[config.mk]
export PLATFORM = sky130hd
export DESIGN_NAME = two_master_burst_bus_arbiter_unit
export DESIGN_NICKNAME = d
export VERILOG_FILES = /design/src/rtl/tmbba_pkg.sv /design/src/rtl/tmbba_engine.sv /design/src/rtl/two_master_burst_bus_arbiter_unit.sv
export SDC_FILE = /design/constraint.sdc
export NUM_CORES = 1
export LEC_CHECK = 0
export BUFFER_PORTS_ARGS = -buffer_cell sky130_fd_sc_hd__buf_2
export CAP_MARGIN = 20
export CELL_PAD_IN_SITES_DETAIL_PLACEMENT = 1
export CELL_PAD_IN_SITES_GLOBAL_PLACEMENT = 1
export CORE_UTILIZATION = 50
export CTS_CLUSTER_DIAMETER = 150
export DETAILED_ROUTE_END_ITERATION = 16
export GPL_TIMING_DRIVEN = 0
export PLACE_DENSITY = 0.89
export SLEW_MARGIN = 5
export SYNTH_ARGS = -nofsm -noshare
export SYNTH_HDL_FRONTEND = slang
export SYNTH_SLANG_ARGS = --single-unit
[constraint.sdc]
create_clock -name clk -period 6.04 [get_ports clk]
set_input_delay 0.302 -clock clk [delete_from_list [all_inputs] [get_ports clk]]
set_output_delay 0.302 -clock clk [all_outputs]
set_load 0.1 [all_outputs]
[src/rtl/tmbba_pkg.sv]
// Package for the two-master burst bus arbiter: sizes, codes and item types.
// Depends on nothing; the engine, the top level and the checker refer to it by scoped names.
`default_nettype none

package tmbba_pkg;

	localparam int NUM_MASTERS = 2;
	localparam int PTR_W       = (NUM_MASTERS > 1) ? $clog2(NUM_MASTERS) : 1;
	// One finish for the running burst, then a grant and a finish per master.
	localparam int MAX_RESULTS = 1 + 2 * NUM_MASTERS;
	localparam int CNT_W       = $clog2(MAX_RESULTS + 1);

	typedef enum logic {
		REQ_MASTER    = 1'b0,
		REQ_WORD_DONE = 1'b1
	} req_kind_t;

	typedef enum logic {
		EV_GRANT  = 1'b0,
		EV_FINISH = 1'b1
	} event_kind_t;

	typedef struct packed {
		req_kind_t   req_type;
		logic        requester;
		logic [31:0] address;
		logic        operation;
		logic [7:0]  burst_length;
	} req_t;

	typedef struct packed {
		event_kind_t event_kind;
		logic        granted_master;
		logic [31:0] grant_address;
		logic        grant_operation;
		logic [7:0]  grant_length;
		logic        last;
	} res_t;

	typedef res_t [MAX_RESULTS-1:0] res_vec_t;

	typedef struct packed {
		logic [31:0] address;
		logic        operation;
		logic [7:0]  length;
	} slot_t;

endpackage

`default_nettype wire

[src/rtl/tmbba_engine.sv]
// Arbitration engine: pending slots, bus owner, burst counter, rotating pointer.
// Depends on tmbba_pkg. Computes all results of one item combinationally.
`default_nettype none

module tmbba_engine (
	input  wire logic                    clk,
	input  wire logic                    arst_n,
	input  wire logic                    fire,
	input  wire tmbba_pkg::req_t         item,
	output tmbba_pkg::res_vec_t          res_vec,
	output logic [tmbba_pkg::CNT_W-1:0]  res_cnt
);

	localparam int N  = tmbba_pkg::NUM_MASTERS;
	localparam int PW = tmbba_pkg::PTR_W;
	localparam int CW = tmbba_pkg::CNT_W;

	logic [N-1:0]     slot_valid_q, slot_valid_d;
	tmbba_pkg::slot_t slot_q [N];
	tmbba_pkg::slot_t slot_d [N];
	tmbba_pkg::slot_t cur_q, cur_d;
	logic             busy_q, busy_d;
	logic [PW-1:0]    owner_q, owner_d;
	logic [7:0]       words_q, words_d;
	logic [PW-1:0]    ptr_q, ptr_d;

	always_comb begin
		logic [PW:0]   cand;
		logic [PW-1:0] win;
		logic          found;
		logic [CW-1:0] n;
		tmbba_pkg::res_vec_t vec;

		slot_valid_d = slot_valid_q;
		slot_d       = slot_q;
		cur_d        = cur_q;
		busy_d       = busy_q;
		owner_d      = owner_q;
		words_d      = words_q;
		ptr_d        = ptr_q;
		vec          = '0;
		n            = '0;
		win          = '0;
		found        = 1'b0;
		cand         = '0;

		if (fire) begin
			if (item.req_type == tmbba_pkg::REQ_MASTER) begin
				// A request into a full slot is dropped without a trace.
				if (int'(item.requester) < N && !slot_valid_d[PW'(item.requester)]) begin
					slot_valid_d[PW'(item.requester)] = 1'b1;
					slot_d[PW'(item.requester)] = '{address: item.address,
						operation: item.operation, length: item.burst_length};
				end
			end else if (busy_d) begin
				if (words_d != 8'd0) begin
					words_d = words_d - 8'd1;
				end
				if (words_d == 8'd0) begin
					vec[n] = '{tmbba_pkg::EV_FINISH, 1'(owner_d), cur_d.address,
						cur_d.operation, cur_d.length, 1'b0};
					n = n + 1'b1;
					busy_d = 1'b0;
					ptr_d = (ptr_d == PW'(N - 1)) ? '0 : ptr_d + 1'b1;
				end
			end

			// Each grant empties a slot, so N attempts cover every chain of
			// zero-length bursts.
			for (int g = 0; g < N; g++) begin
				if (!busy_d) begin
					found = 1'b0;
					win   = '0;
					for (int i = 0; i < N; i++) begin
						cand = {1'b0, ptr_d} + (PW + 1)'(i);
						if (cand >= (PW + 1)'(N)) begin
							cand = cand - (PW + 1)'(N);
						end
						if (!found && slot_valid_d[cand[PW-1:0]]) begin
							found = 1'b1;
							win   = cand[PW-1:0];
						end
					end
					if (found) begin
						owner_d           = win;
						cur_d             = slot_d[win];
						slot_valid_d[win] = 1'b0;
						busy_d            = 1'b1;
						words_d           = cur_d.length;
						vec[n] = '{tmbba_pkg::EV_GRANT, 1'(owner_d), cur_d.address,
							cur_d.operation, cur_d.length, 1'b0};
						n = n + 1'b1;
						if (words_d == 8'd0) begin
							vec[n] = '{tmbba_pkg::EV_FINISH, 1'(owner_d), cur_d.address,
								cur_d.operation, cur_d.length, 1'b0};
							n = n + 1'b1;
							busy_d = 1'b0;
							ptr_d = (ptr_d == PW'(N - 1)) ? '0 : ptr_d + 1'b1;
						end
					end
				end
			end

			if (n != '0) begin
				vec[n - 1'b1].last = 1'b1;
			end
		end

		res_vec = vec;
		res_cnt = n;
	end

	always_ff @(posedge clk or negedge arst_n) begin
		if (!arst_n) begin
			slot_valid_q <= '0;
			busy_q       <= 1'b0;
			owner_q      <= '0;
			words_q      <= '0;
			ptr_q        <= '0;
		end else begin
			slot_valid_q <= slot_valid_d;
			busy_q       <= busy_d;
			owner_q      <= owner_d;
			words_q      <= words_d;
			ptr_q        <= ptr_d;
		end
	end

	// Slot and burst payloads are only read while marked valid or busy.
	always_ff @(posedge clk) begin
		slot_q <= slot_d;
		cur_q  <= cur_d;
	end

endmodule

`default_nettype wire

[src/rtl/two_master_burst_bus_arbiter_unit.sv]
// An item waits in the input register stage, then its results go to the result buffer.
// One item per cycle while out_ready is high and each item causes at most one result;
// with more results, the input is held until the last result leaves the one output port.
// Reset (arst_n low, asynchronous): all pending slots empty, bus idle, pointer at master 0.
// No clearing pass follows reset; slot payloads are written before they are ever read.
// Depends on tmbba_pkg and tmbba_engine.
`default_nettype none

module two_master_burst_bus_arbiter_unit (
	input  wire logic            clk,
	input  wire logic            arst_n,
	input  wire logic            in_valid,
	output logic                 in_ready,
	input  wire tmbba_pkg::req_t in_item,
	output logic                 out_valid,
	input  wire logic            out_ready,
	output tmbba_pkg::res_t      out_item
);

	localparam int R  = tmbba_pkg::MAX_RESULTS;
	localparam int CW = tmbba_pkg::CNT_W;

	// Input register stage. It decouples the input handshake from the
	// arbitration logic so that ready depends only on the input stage, the result buffer and out_ready.
	logic            valid_s1;
	tmbba_pkg::req_t item_s1;

	// Result buffer: the results of one item as a shift line. Entry 0 is
	// what the output port shows; remaining count says how many are live.
	tmbba_pkg::res_vec_t batch_s2;
	logic [CW-1:0]       rem_s2;

	tmbba_pkg::res_vec_t eng_vec;
	logic [CW-1:0]       eng_cnt;
	logic                batch_free;
	logic                fire;
	logic                out_take;

	assign out_valid = (rem_s2 != '0);
	assign out_item  = batch_s2[0];
	assign out_take  = out_valid && out_ready;

	// The buffer can take a new batch when it is empty or its final item
	// leaves in this cycle. The staged item is processed exactly then.
	assign batch_free = (rem_s2 == '0) || (rem_s2 == CW'(1) && out_ready);
	assign fire       = valid_s1 && batch_free;
	assign in_ready   = !valid_s1 || batch_free;

	tmbba_engine u_engine (
		.clk     (clk),
		.arst_n  (arst_n),
		.fire    (fire),
		.item    (item_s1),
		.res_vec (eng_vec),
		.res_cnt (eng_cnt)
	);

	always_ff @(posedge clk or negedge arst_n) begin
		if (!arst_n) begin
			valid_s1 <= 1'b0;
			rem_s2   <= '0;
		end else begin
			if (in_ready) begin
				valid_s1 <= in_valid;
			end
			if (fire) begin
				rem_s2 <= eng_cnt;
			end else if (out_take) begin
				rem_s2 <= rem_s2 - 1'b1;
			end
		end
	end

	always_ff @(posedge clk) begin
		if (in_ready && in_valid) begin
			item_s1 <= in_item;
		end
		if (fire) begin
			batch_s2 <= eng_vec;
		end else if (out_take) begin
			for (int i = 0; i < R - 1; i++) begin
				batch_s2[i] <= batch_s2[i + 1];
			end
			batch_s2[R - 1] <= '0;
		end
	end

endmodule

`default_nettype wire

==> results of run 1 <==
[power groups by stage]
stage | combinational, mW | clock (mW) | sequential (mW)
after floorplan | 4.34 | 0 | 4.80
after global placement | 5.83 | 0 | 4.93
after detailed placement | 6.22 | 0 | 4.87
after CTS | 6.37 | 2.66 | 4.83
after global routing | 6.90 | 2.77 | 4.93
final | 6.59 | 2.68 | 4.85
[area by class of cell]
| cell class | instances | area (µm²) | area share [%] |
|---|---|---|---|
| buffer | 164 | 833 | 3.62 |
| inverter | 101 | 379 | 1.65 |
| timing repair buffer | 147 | 1090 | 4.74 |
| multi-input combinational | 1150 | 6690 | 29.0 |
| clock buffer | 60 | 1220 | 5.32 |
| clock inverter | 21 | 149 | 0.647 |
| sequential | 403 | 12000 | 52.2 |
| tap | 518 | 648 | 2.81 |
[cells by family (layout without fill, tap and decap cells)]
kind of cell,after synthesis,in the layout,share of synthesized area [%]
muxes,90,90,4.61
buffers and inverters,266,493,6.05
other,1,8,0.0189
and+or+nand+nor,499,499,11.0
DFF,403,403,60.7
adders and majority gates,14,14,0.884
xor gates and xnor gates,4,4,0.177
AOI/OAI and AO/OA,535,535,16.6
[through the flow]
step | setup TNS, ns | worst slack, ns
2_1_floorplan | 0 | 0.725
3_3_place_gp | -251.73 | -1.99
3_5_place_dp | -31.24 | -0.466
4_1_cts | 0 | 0.0934
5_1_grt | 0 | 0.0264
6_report | 0 | 0.0614
[cell usage in the layout, fill, tap and decap left out, types with 18 or more instances in the layout]
master	count
a211oi_1	35
a21oi_1	107
buf_2	110
buf_4	49
clkbuf_1	98
clkbuf_16	47
dlygate4sd3_1	45
edfxtp_1	386
inv_1	97
mux2i_1	86
nand2_1	256
nor2_1	137
nor3_1	18
nor4_1	38
o211ai_1	40
o21ai_0	177
o21ai_1	60
o221ai_1	38
[worst register-to-register path: cells and delay by family (launching register included)]
family	cells	cell delay, ns
adders and majority gates	3	0.80
and+or+nand+nor	7	1.96
DFF	1	0.45
muxes	1	0.35
buffers and inverters	4	0.83
AOI/OAI and AO/OA	5	1.32
[per-layer routing]
metal	part of all wire [%]	vias up
li1	-	7039
met5	0	-
met4	4.4	0
met3	9.2	233
met1	38	8325
met2	48	1053
[worst min path at each step]
stage | from | to | cells past startpoint
finish | out_ready | rem_s2[2] | 3
global route | out_ready | rem_s2[2] | 3
CTS | out_ready | rem_s2[2] | 3
detailed placement | arst_n | u_engine.words_q[4] | 1
global placement | arst_n | u_engine.words_q[3] | 1
floorplan | arst_n | rem_s2[0] | 0
[synthesized netlist by cell type (10+ instances only)]
cell,instances,area (µm²)
o211ai_1,40,300
mux2i_1,86,861
buf_4,45,338
o221ai_1,39,342
buf_2,19,95.1
a22oi_1,10,75.1
nor3_1,18,90.1
clkbuf_1,96,360
nand2_1,257,965
nor4_1,38,238
o21ai_0,177,886
ha_1,14,175
o21ai_1,60,300
edfxtp_1,386,11600
dfrtp_1,17,425
inv_1,98,368
a211oi_1,35,263
nor2_1,138,518
a21oi_1,107,536
nand2b_1,10,62.6
[sequential cells by signal (all words and copies together) (netlist names)]
name                   count
batch_s2                 176
item_s1                   43
out_item                  44
rem_s2                     3
u_engine.busy_q            1
u_engine.cur_q            41
u_engine.owner_q           1
u_engine.ptr_q             1
u_engine.slot_q           82
u_engine.slot_valid_q      2
u_engine.words_q           8
valid_s1                   1
[repair_timing]
action	in CTS	in global routing
pin swaps	2	0
resized for setup	10	16
setup buffers	5	0
endpoints found under the hold margin	61	0
hold buffers	45	0
endpoints found under the setup margin	149	124
==> results.toml, run 1 <==
[drt]
drtPass1Iterations = 6
viasPerCell = 6.49
post-route-drc-count = 0
routedWlPerCell_um = 26.8
drt_iter0_drc = 2097
dr_total_vias = 16700
wl_um = 68700
antenna_left = 0

[final_layout]
fin_cells = 2564
drive_above_1_share_pct = 13.4
syn_to_final_growth_pct = 16.3
final_area_um2 = 23000
layout.nets = 2073
fillers = 4103
post-route-util_pct = 59.3
diodes = 0

[clock_network]
cts.sinks = 403
clk_pin_slew_ns = 0.07
h-tree-depth = 2
root_buffer = "clkbuf_16"
clockBufferDepth = 3
cts_made_buffers = 45
clk-insertion-delay-late_ns = 0.60
cts_tree = "yes"

[die]
die_area_um2 = 40400
row_count = 72
die_h_um = 201
core_area_um2 = 38800
ios = 93
die_w_um = 201
start_util_pct = 51.0

[power]
p_sw_mw = 6.57
p_seq_share_pct = 34.4
power_density_nw_per_um2 = 613
ir_drop_mv = 0.281
comb_power_share_pct = 46.7
p_leak_nw = 8.50
p_total_mw = 14.1
swShare_pct = 46.5
clkPwrFrac_pct = 19.0
p_int_mw = 7.55

[setup_path]
max_stage_delay_ns = 0.51
worstSetupEndpointType = "flop"
cp.depth = 20
setup.worst_path.class = "reg -> reg"
reg2reg_depth = 20
cp-start-kind = "flop"
reg2reg_to = "out_item[42]"
path_delay_family = "simple AND/OR/NAND/NOR gates"
crit_chain = "inv_1, ha_2, or4b_4, and4bb_1, o21ai_1, a21o_1, a221oi_4, nand2b_4, buf_6, mux2_4, ha_1, nand2_1, and3_1, inv_2, ha_1, a31oi_2, nor2_1, nand2_2, clkbuf_2, o211ai_1"
critical_path_buf_inv_count = 4
r2r-start = "u_engine.words_q[0]"
cp_slowest_cell = "or4b_4"
r2r_slack_ns = 0.06
cp.required_ns = 6.36
crit_fanout = 10
critical_path.startpoint = "u_engine.words_q[0]"
critPathMostFrequentCell = "ha_1"
endpoint = "out_item[42]"
arrival_ns = 6.30

[global_routing]
met3_usage_pct = 6.51
top_usage_layer = "met2"
grt_util_all_layers_pct = 33.7
use_met1_pct = 43.1
globalRouteOverflowTotal = 0
grt_use_met2_pct = 55.6
antenna_found_initial = 0
grt_pass1_wl_um = 103000
grt_start_max_net_pins = 107
grt_pass1_vias = 17400

[sta]
hold_viol = 0
max_freq_mhz = 167
worst_pin_slew_ns = 1.15
fin_hold_ws_ns = 0.102
slew_headroom_pct = 23.1
setup_viol = 0
finalCritPeriodShare_pct = 99.0
finalClockSkew_ns = 0.0244
maxSlewViolCount = 0
post-route-min-period_ns = 5.98
rsz0062_at_grt = "false"

[worst_hold_path]
hold_class = "in -> reg"

[logic_synthesis]
netlist_instances = 1812
synth_cell_types = 75
ys_seq_area_share_pct = 60.7
syn_area_um2 = 19800
async_flop_share_pct = 4.22
syn_area_per_cell_um2 = 10.9
ys_seq_elements = 403
synth-edff-count = 386
yosys_warnings = 0
yosys_most_used_dff = "edfxtp_1"

[place]
dp.cells = 2434
place_area_um2 = 21100
dp_hpwl_um = 44200
io_buffers = 92
routabilityCongestion = 0.921

[job]
drv_cap = 0

[status]
status = "finished clean"
(Power assumes the default switching activity.)
==> inputs of run 2 (changes only) <==
Settings changed: BUFFER_PORTS_ARGS -buffer_cell sky130_fd_sc_hd__buf_2 to -buffer_cell sky130_fd_sc_hd__clkbuf_2.
==> run 2 against run 1 <==
  * Sequential share of layout area decreased by 0.085 points
  * Design area rose by 0.16%
  * First-iteration DRC count is 6.7% lower
  * Register-to-register slack worse by 0.02 ns
  * Non-clock buffer count up 4
  * Power fell by 0.17%
  * Critical path depth unchanged
  * Fmax is 0.32% lower
  * Flip-flop and latch count unchanged
  * Combinational power about the same
  * Final cell count up 0.20%
  * Setup slack got worse by 0.019 ns
  * Largest power group unchanged
==> results.toml, run 2 (same netlist as run 1, synthesis figures left out) <==
[clock_network]
clk_pin_slew_ns = 0.07
clockBufferDepth = 3
cts.sinks = 403
cts_tree = "yes"
h-tree-depth = 2
clk-insertion-delay-late_ns = 0.59
root_buffer = "clkbuf_16"
cts_made_buffers = 44

[final_layout]
largest_register_ffs = 176
mostFrequentLayoutCells = "edfxtp_1, nand2_1, o21ai_0"
fin_cells = 2569
syn_to_final_growth_pct = 16.5
largest-register = "batch_s2"
drive_above_1_share_pct = 13.5
fillers = 4118
layout_commonest_cell = "edfxtp_1"
layout.nets = 2076

[die]
core_area_um2 = 38800
ios = 93
die_w_um = 201
row_count = 72
start_util_pct = 51.0
die_area_um2 = 40400
die_h_um = 201

[drt]
dr_total_vias = 16600
drtPass1Iterations = 7
wl_um = 68200
antenna_left = 0
drt_iter0_drc = 1956
post-route-drc-count = 0
viasPerCell = 6.46
routedWlPerCell_um = 26.5

[global_routing]
grt_start_max_net_pins = 114
grt_pass1_wl_um = 102000
grt_util_all_layers_pct = 33.4
globalRouteOverflowTotal = 0
grt_pass1_vias = 17300
antenna_found_initial = 0

[setup_path]
cp_slowest_cell = "or4b_4"
crit_fanout = 10
worstSetupEndpointType = "flop"
crit_chain = "inv_1, ha_2, or4b_4, and4bb_1, o21ai_1, a21o_1, a221oi_4, nand2b_4, buf_6, mux2_4, ha_1, nand2_1, and3_1, inv_1, ha_1, a31oi_2, nor2_1, nand2_2, clkbuf_2, o211ai_1"
cp.required_ns = 6.38
setup.worst_path.class = "reg -> reg"
critical_path_buf_inv_count = 4
arrival_ns = 6.34
path_delay_family = "simple AND/OR/NAND/NOR gates"
max_stage_delay_ns = 0.51
cp-start-kind = "flop"

[place]
routabilityCongestion = 0.931
place_ws_ns = -0.390
io_buffers = 92
dp_hpwl_um = 43600
dp.cells = 2434

[sta]
finalClockSkew_ns = 0.0230
worst_pin_slew_ns = 1.11
slew_headroom_pct = 25.8
worst_slack_ns = 0.0421
fin_setup_tns_ns = 0
hold_viol = 0
max_freq_mhz = 167
finalCritPeriodShare_pct = 99.3
post-route-min-period_ns = 6.00
setup_viol = 0
maxSlewViolCount = 0

[status]
status = "finished clean"

[power]
power_density_nw_per_um2 = 611
ir_drop_mv = 0.350
p_leak_nw = 8.53

[job]
drv_cap = 0

[worst_hold_path]
hold_class = "in -> reg"
[run 2: cell types whose count changed in the layout (fill, tap and decap cells not counted), sizes merged]
| cell | delta |
|---|---|
| diode | +1 |
| inv | +1 |
| clkinv | +4 |
| clkbuf | +86 |
| bufinv | +1 |
| buf | -88 |
[run 2: area by class of cell]
cell class                 count  area, µm²  share of cell area, %
inverter                     101        379                   1.64
buffer                       164        831                   3.60
clock inverter                27        204                  0.884
clock buffer                  54       1170                   5.07
antenna                        1       2.50                 0.0108
sequential                   403      12000                   52.1
multi-input combinational   1150       6700                   29.0
tap                          518        648                   2.81
timing repair buffer         151       1120                   4.86
[run 2: routing by layer]
layer	share of wire (%)	routed length (µm)	GRT usage [%]	vias to the layer above
met5	0	0	0	-
met4	4.7	3170	16.0	0
met3	9.0	6120	6.48	249
met2	48	32500	54.8	1010
met1	39	26400	42.5	8272
li1	-	-	-	7066
[run 2: report_power, final]
part / switching (mW) / internal (mW) / total (mW)
combinational: 4.99 / 1.59 / 6.59
clock: 1.16 / 1.50 / 2.67
sequential: 0.386 / 4.46 / 4.84
[run 2: worst paths after layout]
| path | start | endpoint | slack [ns] | depth (start not counted) |
|---|---|---|---|---|
| max in group asynchronous | arst_n | u_engine.words_q[1] | 5.45 | 2 |
| worst min register to register | u_engine.owner_q | u_engine.owner_q | 0.52 | 1 |
| min in group asynchronous | arst_n | rem_s2[1] | 0.23 | 2 |
| worst max-delay path | u_engine.words_q[0] | out_item[42] | 0.04 | 20 |
| worst min-delay path | out_ready | rem_s2[2] | 0.16 | 3 |
| worst max register to register | u_engine.words_q[0] | out_item[42] | 0.04 | 20 |
[run 2: worst min-delay path: stages]
cell	delay [ns]
clkbuf_2	0.12
a31oi_1	0.12
a21o_1	0.16
[run 2: stage by stage]
| stage | hold slack [ns] | utilization (%) | total power [mW] | instance area, µm² |
|---|---|---|---|---|
| after floorplan | 0.00641 | - | 9.14 | 19800 |
| after global placement | 0.299 | 53.9 | 10.8 | 20900 |
| after detailed placement | 0.301 | 54.3 | 11.1 | 21100 |
| after CTS | 0.127 | 59.2 | 13.8 | 23000 |
| after global routing | 0.174 | 59.4 | 14.6 | 23100 |
| final | 0.158 | 59.4 | 14.1 | 23100 |
[run 2: repair_timing]
action	in CTS	in global routing
buffers inserted	5	4
gates resized for setup	12	9
pin swaps	1	1
endpoints found under the setup margin	144	90
endpoints found under the hold margin	61	0
hold buffers	45	0
==> inputs of run 3 (changes only) <==
Settings changed: BUFFER_PORTS_ARGS -buffer_cell sky130_fd_sc_hd__clkbuf_2 to -buffer_cell sky130_fd_sc_hd__buf_4.
==> run 3 against run 2 <==
  * Via count rose by 0.47%
  * Clock skew rose by 0.0052 ns
  * Highest routed layer is now met5
  * Clock power barely moved
  * Sequential share of layout area fell by 0.57 points
  * Setup slack improved by 0.10 ns
  * Largest cell class unchanged
==> results.toml, run 3 (same netlist as run 1, synthesis figures left out) <==
[drt]
top_layer_used = "met5"
post-route-drc-count = 0
m1WireLength_um = 26300
routedWlPerCell_um = 26.9
viasPerCell = 6.50
wl_met2_um = 32800
drtPass1Iterations = 5
wl_met3_um = 6370
wl_um = 69000
antenna_left = 0
dr_total_vias = 16700
drt_iter0_drc = 1954

[sta]
finalCritPeriodShare_pct = 97.6
maxSlewViolCount = 0
post-route-min-period_ns = 5.89
hold_viol = 0
slew_headroom_pct = 28.6
setup_viol = 0
worst_slack_ns = 0.147
finalClockSkew_ns = 0.0282
worst_pin_slew_ns = 1.07
max_freq_mhz = 170

[power]
p_leak_nw = 8.60
ir_drop_mv = 0.409
power_density_nw_per_um2 = 612

[final_layout]
largest_register_ffs = 176
seqCellArea_um2 = 12000
layout_commonest_cell = "edfxtp_1"
multiInputGateArea_um2 = 6690
mostFrequentLayoutCells = "edfxtp_1, nand2_1, o21ai_0"
drive_above_1_share_pct = 13.7
syn_to_final_growth_pct = 17.7
largest-register = "batch_s2"
diodes = 0
post-route-util_pct = 60.1
layout.nets = 2076
fin_cells = 2566
fillers = 4110

[setup_path]
cp-start-kind = "flop"
critical_path.startpoint = "u_engine.words_q[0]"
arrival_ns = 6.22
crit_fanout = 13
worstSetupEndpointType = "flop"
reg2reg_depth = 22
setup.worst_path.class = "reg -> reg"
cp.required_ns = 6.37
r2r-start = "u_engine.words_q[0]"

[global_routing]
globalRouteOverflowTotal = 0
antenna_found_initial = 1
grt_pass1_wl_um = 104000
grt_util_all_layers_pct = 34.1
grt_start_max_net_pins = 113
grt_pass1_vias = 17600

[die]
start_util_pct = 51.0
row_count = 72
die_w_um = 201
ios = 93
die_h_um = 201
die_area_um2 = 40400
core_area_um2 = 38800

[worst_hold_path]
hold_class = "in -> reg"
hold_path_startpoint = "out_ready"
whs_path_depth = 3

[clock_network]
clockBufferDepth = 3
cts_tree = "yes"
root_buffer = "clkbuf_16"
cts.sinks = 403
clk_pin_slew_ns = 0.06
h-tree-depth = 2
clk-insertion-delay-late_ns = 0.60
cts_made_buffers = 45

[job]
drv_cap = 0

[status]
status = "finished clean"

[place]
place_ws_ns = -0.488
dp_hpwl_um = 44300
dp.cells = 2434
routabilityCongestion = 0.938
io_buffers = 92
-- run 3: changes by cell type in the layout (fill, tap and decap cells not counted), sizes merged, moves of 3 or more --
cell / previous run / this run
buf: 82 / 177
clkbuf: 242 / 154
clkinv: 22 / 12
clkinvlp: 1 / 4
-- run 3: area by class of cell --
cell class / instances / area share [%]
clock buffer: 62 / 5.33
buffer: 162 / 3.54
inverter: 101 / 1.63
timing repair buffer: 152 / 5.90
clock inverter: 18 / 0.633
sequential: 403 / 51.5
multi-input combinational: 1150 / 28.7
tap: 518 / 2.78
-- run 3: worst paths after layout --
check	end	slack (ns)
worst min register to register	u_engine.owner_q	0.52
worst max register to register	out_item[42]	0.15
worst max-delay path	out_item[42]	0.15
max in group asynchronous	u_engine.words_q[5]	5.67
worst min-delay path	rem_s2[2]	0.13
min in group asynchronous	u_engine.words_q[3]	0.14
-- run 3: power breakdown --
| group | total [mW] | internal (mW) | leakage [nW] | switching (mW) |
|---|---|---|---|---|
| Sequential | 4.85 | 4.46 | 3.95 | 0.392 |
| Combinational | 6.71 | 1.70 | 3.98 | 5.01 |
| Clock | 2.70 | 1.52 | 0.668 | 1.18 |
| Total | 14.3 | 7.68 | 8.60 | 6.58 |
-- run 3: critical path: stages, from the launching register on --
cell	delay, ns
dfrtp_1	0.44
inv_1	0.11
ha_1	0.27
or4b_4	0.53
and4bb_1	0.33
o21ai_1	0.11
a21o_1	0.23
a221oi_4	0.39
nand2b_4	0.21
buf_6	0.19
mux2_4	0.35
ha_1	0.31
nand2_1	0.07
and3_1	0.28
inv_2	0.13
ha_1	0.26
a31oi_2	0.27
nor2_2	0.10
nor3_4	0.23
buf_12	0.19
buf_4	0.21
o221ai_1	0.14
o211ai_1	0.28
-- run 3: per-stage QoR --
stage | TNS, ns | total power, mW | hold WS (ns) | cell area (µm²)
floorplan | 0 | 9.14 | 0.00641 | 19800
global placement | -252.60 | 10.9 | 0.201 | 21200
detailed placement | -31.42 | 11.2 | 0.201 | 21300
CTS | -0.0172 | 14.0 | 0.110 | 23200
global route | -0.0346 | 14.8 | 0.121 | 23300
finish | 0 | 14.3 | 0.129 | 23300
-- run 3: per-layer routing --
metal	vias to the layer above	global-route usage, %
li1	7036	-
met1	8364	43.2
met2	1028	55.0
met3	245	7.06
met4	2	18.2
met5	-	0
-- run 3: what timing repair did --
action | CTS | global route
hold endpoints to repair | 61 | 0
buffers inserted | 5 | 4
pin swaps | 1 | 3
hold buffers | 45 | 0
resized for setup | 8 | 22
endpoints found under the setup margin | 134 | 148
